`src/hdl/rcast_pkg.sv`:
```
`timescale 1ns / 1ps
// ----------------------------------------------------------------------------
// Raycaster package
// Shared types, constants and codes for the DDA grid wall raycaster.
// ----------------------------------------------------------------------------
package rcast_pkg;

  // Map and texture geometry
  localparam int MAP_SIZE  = 64;
  localparam int TEX_WIDTH = 64;
  localparam int MAP_BITS  = $clog2(MAP_SIZE);
  localparam int MAP_DEPTH = MAP_SIZE * MAP_SIZE;
  localparam int ADDR_W    = $clog2(MAP_DEPTH);
  // cell coordinates: one spare bit for leaving the grid, wide enough for pos >> 8
  localparam int CRD_W     = (MAP_BITS + 1 > 7) ? MAP_BITS + 1 : 7;
  localparam int MAX_STEPS = 2 * MAP_SIZE + 2;
  localparam int STEP_W    = $clog2(MAX_STEPS + 1);

  // Arithmetic widths
  localparam int DIV_W  = 32;  // shared divider width
  localparam int SUM_W  = 42;  // Q26.16 walk distance sums
  localparam int RAY_W  = 30;  // Q2.14 ray component, kept wide
  localparam int CAM_W  = 27;  // camera x, signed Q2.14
  localparam int CFG_W  = 16;  // widest config register
  localparam int CIDX_W = 3;

  localparam logic [DIV_W-1:0] DIV_ONE   = 32'h4000_0000;  // 2^30
  localparam logic [DIV_W-1:0] DELTA_MAX = 32'hFFFF_FFFF;

  // Item action codes
  localparam logic ACT_WRITE = 1'b0;
  localparam logic ACT_CAST  = 1'b1;

  // Configuration register indexes
  typedef enum logic [CIDX_W-1:0] {
    REG_CAM_POS_X   = 3'd0,
    REG_CAM_POS_Y   = 3'd1,
    REG_VIEW_DIR_X  = 3'd2,
    REG_VIEW_DIR_Y  = 3'd3,
    REG_CAM_PLANE_X = 3'd4,
    REG_CAM_PLANE_Y = 3'd5,
    REG_SCR_WIDTH   = 3'd6,
    REG_SCR_HEIGHT  = 3'd7
  } cfg_reg_e;

  // Divider operand select
  typedef enum logic [1:0] {
    DIV_CAM,
    DIV_DX,
    DIV_DY,
    DIV_HGT
  } div_sel_e;

  typedef struct packed {
    logic        action;
    logic [9:0]  column;
    logic [5:0]  cell_col;
    logic [5:0]  cell_row;
    logic [7:0]  cell_code;
  } in_item_t;

  typedef struct packed {
    logic [9:0]  column_out;
    logic [15:0] perp_distance;
    logic        hit_side;
    logic [7:0]  wall_code;
    logic [15:0] column_height;
    logic [10:0] draw_top;
    logic [10:0] draw_bottom;
    logic [5:0]  texture_column;
    logic        escaped;
  } out_item_t;

  // Controller to datapath
  typedef struct packed {
    logic     clear;
    logic     wr_cell;
    logic     ld_item;
    logic     div_start;
    div_sel_e div_sel;
    logic     ld_cam;
    logic     mul_ray;
    logic     add_ray;
    logic     ld_dx;
    logic     ld_dy;
    logic     init_walk;
    logic     walk_step;
    logic     ld_pd;
    logic     ld_frac;
    logic     ld_lh;
    logic     emit_hit;
    logic     emit_esc;
  } dp_cmd_t;

  // Datapath to controller
  typedef struct packed {
    logic clear_last;
    logic div_done;
    logic oob;
    logic hit;
    logic walk_limit;
  } dp_sts_t;

endpackage

```
`src/hdl/rcast_ctrl.sv`:
```
`timescale 1ns / 1ps
// ----------------------------------------------------------------------------
// Raycaster controller
// Sequences map clear, cell writes, ray setup, DDA walk and result formatting.
// ----------------------------------------------------------------------------
module rcast_ctrl (
  input  logic                clk_i,
  input  logic                rst_ni,
  input  logic                start_i,
  input  logic                action_i,
  input  rcast_pkg::dp_sts_t  sts_i,
  output rcast_pkg::dp_cmd_t  cmd_o,
  output logic                busy_o
);
  import rcast_pkg::*;

  typedef enum logic [4:0] {
    S_CLEAR, S_IDLE, S_CAM_GO, S_CAM_WAIT, S_RAY_MUL, S_RAY_ADD,
    S_DX_GO, S_DX_WAIT, S_DY_GO, S_DY_WAIT, S_INIT, S_START,
    S_STEP, S_CHECK, S_DIST, S_TEX, S_HGT_WAIT, S_FIN, S_ESC
  } state_e;

  state_e state_q, state_d;

  // next state and commands
  always_comb begin
    state_d = state_q;
    cmd_o   = '0;
    case (state_q)
      S_CLEAR: begin
        cmd_o.clear = 1'b1;
        if (sts_i.clear_last) state_d = S_IDLE;
      end
      S_IDLE: begin
        if (start_i) begin
          if (action_i == ACT_CAST) begin
            cmd_o.ld_item = 1'b1;
            state_d       = S_CAM_GO;
          end else begin
            cmd_o.wr_cell = 1'b1;
          end
        end
      end
      S_CAM_GO: begin
        cmd_o.div_start = 1'b1;
        cmd_o.div_sel   = DIV_CAM;
        state_d         = S_CAM_WAIT;
      end
      S_CAM_WAIT: begin
        if (sts_i.div_done) begin
          cmd_o.ld_cam = 1'b1;
          state_d      = S_RAY_MUL;
        end
      end
      S_RAY_MUL: begin
        cmd_o.mul_ray = 1'b1;
        state_d       = S_RAY_ADD;
      end
      S_RAY_ADD: begin
        cmd_o.add_ray = 1'b1;
        state_d       = S_DX_GO;
      end
      S_DX_GO: begin
        cmd_o.div_start = 1'b1;
        cmd_o.div_sel   = DIV_DX;
        state_d         = S_DX_WAIT;
      end
      S_DX_WAIT: begin
        if (sts_i.div_done) begin
          cmd_o.ld_dx = 1'b1;
          state_d     = S_DY_GO;
        end
      end
      S_DY_GO: begin
        cmd_o.div_start = 1'b1;
        cmd_o.div_sel   = DIV_DY;
        state_d         = S_DY_WAIT;
      end
      S_DY_WAIT: begin
        if (sts_i.div_done) begin
          cmd_o.ld_dy = 1'b1;
          state_d     = S_INIT;
        end
      end
      S_INIT: begin
        cmd_o.init_walk = 1'b1;
        state_d         = S_START;
      end
      // camera outside the grid escapes before any step
      S_START: state_d = sts_i.oob ? S_ESC : S_STEP;
      S_STEP: begin
        cmd_o.walk_step = 1'b1;
        state_d         = S_CHECK;
      end
      S_CHECK: begin
        if (sts_i.oob)             state_d = S_ESC;
        else if (sts_i.hit)        state_d = S_DIST;
        else if (sts_i.walk_limit) state_d = S_ESC;
        else                       state_d = S_STEP;
      end
      S_DIST: begin
        cmd_o.ld_pd = 1'b1;
        state_d     = S_TEX;
      end
      S_TEX: begin
        cmd_o.ld_frac   = 1'b1;
        cmd_o.div_start = 1'b1;
        cmd_o.div_sel   = DIV_HGT;
        state_d         = S_HGT_WAIT;
      end
      S_HGT_WAIT: begin
        if (sts_i.div_done) begin
          cmd_o.ld_lh = 1'b1;
          state_d     = S_FIN;
        end
      end
      S_FIN: begin
        cmd_o.emit_hit = 1'b1;
        state_d        = S_IDLE;
      end
      S_ESC: begin
        cmd_o.emit_esc = 1'b1;
        state_d        = S_IDLE;
      end
      default: state_d = S_IDLE;
    endcase
  end

  always_ff @(posedge clk_i or negedge rst_ni) begin
    if (!rst_ni) begin
      state_q <= S_CLEAR;
    end else begin
      state_q <= state_d;
    end
  end

  assign busy_o = (state_q != S_IDLE);

  // a map lookup is only judged right after a step
  a_check_after_step: assert property (@(posedge clk_i) disable iff (!rst_ni)
    state_q == S_CHECK |-> $past(state_q) == S_STEP)
    else $error("check without a preceding step");

  // divider never reports done the cycle after a start
  a_div_latency: assert property (@(posedge clk_i) disable iff (!rst_ni)
    cmd_o.div_start |=> !sts_i.div_done)
    else $error("divider done too early");

  // quotient only arrives while a wait state holds it
  a_done_in_wait: assert property (@(posedge clk_i) disable iff (!rst_ni)
    sts_i.div_done |-> (state_q == S_CAM_WAIT || state_q == S_DX_WAIT ||
                        state_q == S_DY_WAIT || state_q == S_HGT_WAIT))
    else $error("divider done outside a wait state");

endmodule

```
`config.mk`:
```
export PLATFORM = sky130hd
export DESIGN_NAME = rcast_ctrl
export DESIGN_NICKNAME = d
export VERILOG_FILES = /design/src/hdl/rcast_pkg.sv /design/src/hdl/rcast_ctrl.sv
export SDC_FILE = /design/constraint.sdc
export NUM_CORES = 1
export LEC_CHECK = 0
export ABC_AREA = 1
export BUFFER_PORTS_ARGS = -buffer_cell sky130_fd_sc_hd__clkbuf_2
export CORE_MARGIN = 4
export CORE_UTILIZATION = 30
export CTS_CLUSTER_DIAMETER = 200
export DETAILED_ROUTE_END_ITERATION = 16
export PLACE_DENSITY = 0.54
export SLEW_MARGIN = 25
export SYNTH_ARGS = -nofsm -noshare
export SYNTH_HDL_FRONTEND = slang
export SYNTH_SLANG_ARGS = --single-unit
```
`constraint.sdc`:
```
create_clock -name clk_i -period 1.55 [get_ports clk_i]
set_input_delay 0.155 -clock clk_i [delete_from_list [all_inputs] [get_ports clk_i]]
set_output_delay 0.155 -clock clk_i [all_outputs]
set_load 0.005 [all_outputs]
```
After elaboration in Yosys (flattened, before gate mapping)
Index checks and enable logic that the tools add are counted.
Cells by class
  equality and inequality tests: 26
  muxes and demuxes: 31
  reduce and logical (&&, ||, !) cells: 2
Operators by type and width (number)
  $pmux 5 s17: 1
  $mux 5: 11
  $eq 5x4->1 const B: 8
  $eq 5x3->1 const B: 4
  $mux 1: 16
  $eq 5x5->1 const B: 3
  $ne 2x2->1 const B: 7
  $pmux 3 s4: 1
  $eq 5x2->1 const B: 2
  $reduce_and 7->1: 1
  $eq 5x1->1 const B: 1
  $logic_not 5->1: 1
  $ne 5x1->1 const B: 1
  $mux 2: 2
Storage, ports and cells
  register bits: 5
  output and inout port bits: 19

Longest topological paths before layout
  depth in word-level cells: 4
  mapped depth: 10
  depth with buffers taken out: 10

Worst setup path before layout
OpenSTA, ideal clock, no wires.
  path kind: register to register
  start point: reg state_q[3]
  end point: reg state_q[0]
  library setup time: 0.117 ns
  arrival: 1.106 ns
  data required time: 1.433 ns
  path slack: 0.328 ns
  cell stages (with the launch flop): 9
  buffers on the path: 0
  clock period less this slack: 1.222 ns
  path through: dfrtp_1 > nor2_4 > nand2_4 > nor2_2 > nand2_1 > nand2_2 > a21oi_2 > nand2_1 > nand2_1
Between the ends
  longest elaborated chain between the ends: 3
  elaborated cells between the ends (all ways): 26
Ends and longest elaborated chain
  from (decl): line rcast_ctrl.sv:23  | state_e state_q, state_d;
  from (signal assigned): line rcast_ctrl.sv:133  | state_q <= state_d;
  $eq 5x2->1 (tied with other cells): line rcast_ctrl.sv:29  | case (state_q)
  $ne 2x2->1 (no line)
  $reduce_and 7->1 (no line)
Several ways; a longest one is shown, not always the timed one.
A chain may end at the register's enable or synchronous reset.

==> results.py <==
metrics = {
    "timing": {
        "hold_violations": 0,
        "max_freq_mhz": 680.4,
        "slew_viol_final": 0,
        "setup_tns_ps": 0,
        "period_needed_ps": 1470,
        "relSlewSlack_pct": 84.35,
        "worstMarginPinSlew_ps": 234.4,
        "finalCritPeriodShare_pct": 94.82,
        "setup_viol": 0,
        "skew_ps": 1.316,
        "hold_ws_ps": 270.6,
    },
    "cts": {
        "cts.clk_slew.worst_paths_ps": 40,
        "clk-insertion-delay-late_ps": 240,
        "clock_path_buffers": 2,
        "htreeDepth": 1,
        "cts_tree": "built",
        "cts_num_sinks": 5,
        "cts_buffers": 3,
        "root_buffer": "clkbuf_4",
    },
    "logic_synthesis": {
        "synth-compound-area-share_pct": 5.331,
        "ys_ff_latch": 5,
        "synth_cells": 128,
        "synth_top_family_by_area": "simple AND/OR/NAND/NOR gates",
        "ys_warn_count": 0,
        "ys_seq_area_share_pct": 18.38,
        "synthMuxAreaShare_pct": 0,
        "synthXorXnorAreaFrac_pct": 0,
        "synth_area_per_cell_um2": 5.318,
        "syn_nets": 137,
        "synth-adder-area-share_pct": 0,
        "synth_area_um2": 680.7,
        "synth-simple-area-share_pct": 61.76,
        "ys_types": 18,
    },
    "detailed_routing": {
        "dr.pass1.iters": 4,
        "via_per_inst": 4.627,
        "drt_wl_total_um": 1995,
        "wire_per_inst_um": 10.34,
        "ant_nets": 0,
        "drc": 0,
        "num_vias": 893,
        "drt_first_iter_violations": 25,
    },
    "placed_design": {
        "dp.cells": 181,
        "portBuffers": 27,
        "hpwl_um": 1630,
        "place.gp.congestion": 0.8869,
    },
    "layout": {
        "largest-register": "state_q",
        "drive_above_1_share_pct": 38.55,
        "syn2layout_area_growth_pct": 43.20,
        "finalNetCount": 176,
        "final_cells": 193,
        "largest_reg_flops": 5,
        "utilization_pct": 47.27,
        "antenna_cells": 0,
        "reg_top3": "state_q (5)",
    },
    "setup_path": {
        "arrival_ps": 1310,
        "required_ps": 1390,
        "crit_fanout": 5,
        "crit_type": "flop to output pin",
        "cp-start-kind": "flop",
        "r2r_cells": 10,
        "crit_path_end_kind": "output pin",
    },
    "floorplanning": {
        "die-height_um": 55.63,
        "rows": 16,
        "start_util_pct": 33.01,
        "pin_count": 28,
        "dieArea_um2": 3095,
        "die_x_um": 55.63,
        "core_um2": 2062,
    },
    "power": {
        "netSwitchingPower_mw": 0.8753,
        "power_frac_seq_pct": 18.6,
        "pwr-share-clk_pct": 8.8,
        "internal_power_mw": 0.7509,
        "combPwrFrac_pct": 72.6,
        "power_mw": 1.626,
        "leakagePower_nw": 0.5980,
        "p_per_area_nw_per_um2": 1668,
        "ir_drop_uv": 537.6,
        "switching_share_pct": 53.82,
    },
    "global_route": {
        "grt_max_degree": 9,
        "grt_pass1_wl_um": 3277,
        "grt.overflow.total": 0,
        "antenna_found_initial": 0,
        "grt_pass1_vias": 802,
        "grtUsageTotal_pct": 12.69,
    },
    "worst_hold_path": {
        "hold_path_class": "input port to async pin",
    },
    "flow_run": {
        "cap_violations": 0,
    },
    "run_status": {
        "status": "finished clean",
    },
}
-- synth_stat cells (all sizes together) --
master	number	area share, %
a21oi	3	2.8
dfrtp	5	18
nor2	31	20
nor3	1	0.73
o21ai	2	1.5
inv	25	14
nand4	3	2.8
nand3	14	12
nand2	42	26
buf	1	0.73
o31ai	1	1.1
-- final timing paths --
path | start | endpoint | slack, ps
max | state_q[3]$_DFFE_PN0P_ | cmd_o[15] | 80
min reg2reg | state_q[1]$_DFFE_PN0P_ | state_q[1]$_DFFE_PN0P_ | 590
max in group asynchronous | rst_ni | state_q[3]$_DFFE_PN0P_ | 1130
max reg2reg | state_q[3]$_DFFE_PN0P_ | state_q[0]$_DFFE_PN0P_ | 120
min in group clk_i | sts_i[3] | state_q[2]$_DFFE_PN0P_ | 290
min | rst_ni | state_q[4]$_DFFE_PN0P_ | 270
-- per-layer routing --
| layer | GRT usage [%] | part of all wire [%] | wire (um) |
|---|---|---|---|
| met5 | 0 | 0 | 0 |
| met4 | 4.514 | 0.85 | 17 |
| met3 | 1.160 | 6.1 | 122 |
| met2 | 21.96 | 49 | 978 |
| met1 | 16.25 | 44 | 876 |
-- per-stage QoR --
stage,worst slack (ps),area [um^2]
5_1_grt,-8.802,974.7
2_1_floorplan,327.5,680.7
4_1_cts,0.1327,904.6
3_5_place_dp,172.0,844.6
6_report,80.24,974.7
3_3_place_gp,162.9,844.6
-- worst max-delay path, cell delays in order (launching register included) --
cell	delay, ps
dfrtp_2	440
nor2_4	190
nand2_4	90
nor2_4	100
inv_1	60
nor2_1	90
clkbuf_2	120
-- cell families (layout without fill, tap and decap cells) --
kind of cell	Yosys count	count (layout)
DFF	5	5
buffers and inverters	26	64
AOI/OAI and AO/OA	6	6
and+or+nand+nor	91	91
-- final cells by class --
| cell class | instances | area, um^2 |
|---|---|---|
| clock buffers | 4 | 26.28 |
| fillers | 206 | 1087 |
| inverters | 25 | 96.34 |
| multi-input cells | 97 | 489.2 |
| flip-flops and latches | 5 | 131.4 |
| well taps | 27 | 33.78 |
| repair buffers | 35 | 197.7 |
-- power groups by stage --
stage	sequential (mW)	clock (mW)	combinational, mW
6_report	0.303	0.143	1.18
5_1_grt	0.310	0.160	1.33
4_1_cts	0.278	0.148	1.08
3_5_place_dp	0.277	0	1.04
3_3_place_gp	0.276	0	1.05
2_1_floorplan	0.244	0	0.799
-- cell usage in the layout, fill, tap and decap left out --
cell type      count
clkbuf_4           3
inv_2              5
inv_1             19
nand2_1           36
nand3_2            1
nor3_1             1
nor2_4             5
inv_4              1
a21oi_2            1
nand2_4            2
nor2_2             2
nand3_4            1
o31ai_1            1
nand2_2            4
nand4_1            3
clkbuf_2          27
o21ai_1            1
clkbuf_1           1
nand3_1           12
dfrtp_2            5
buf_4              7
o21ai_0            1
a21oi_1            2
dlygate4sd3_1      1
nor2_1            24
-- timing repair --
action,4_1_cts,5_1_grt
buffers inserted,2,5
hold buffers,1,0
endpoints found under the hold margin,5,0
resized for setup,3,11
pin swaps,1,1
setup endpoints to repair,5,9
(Power assumes the default switching activity.)
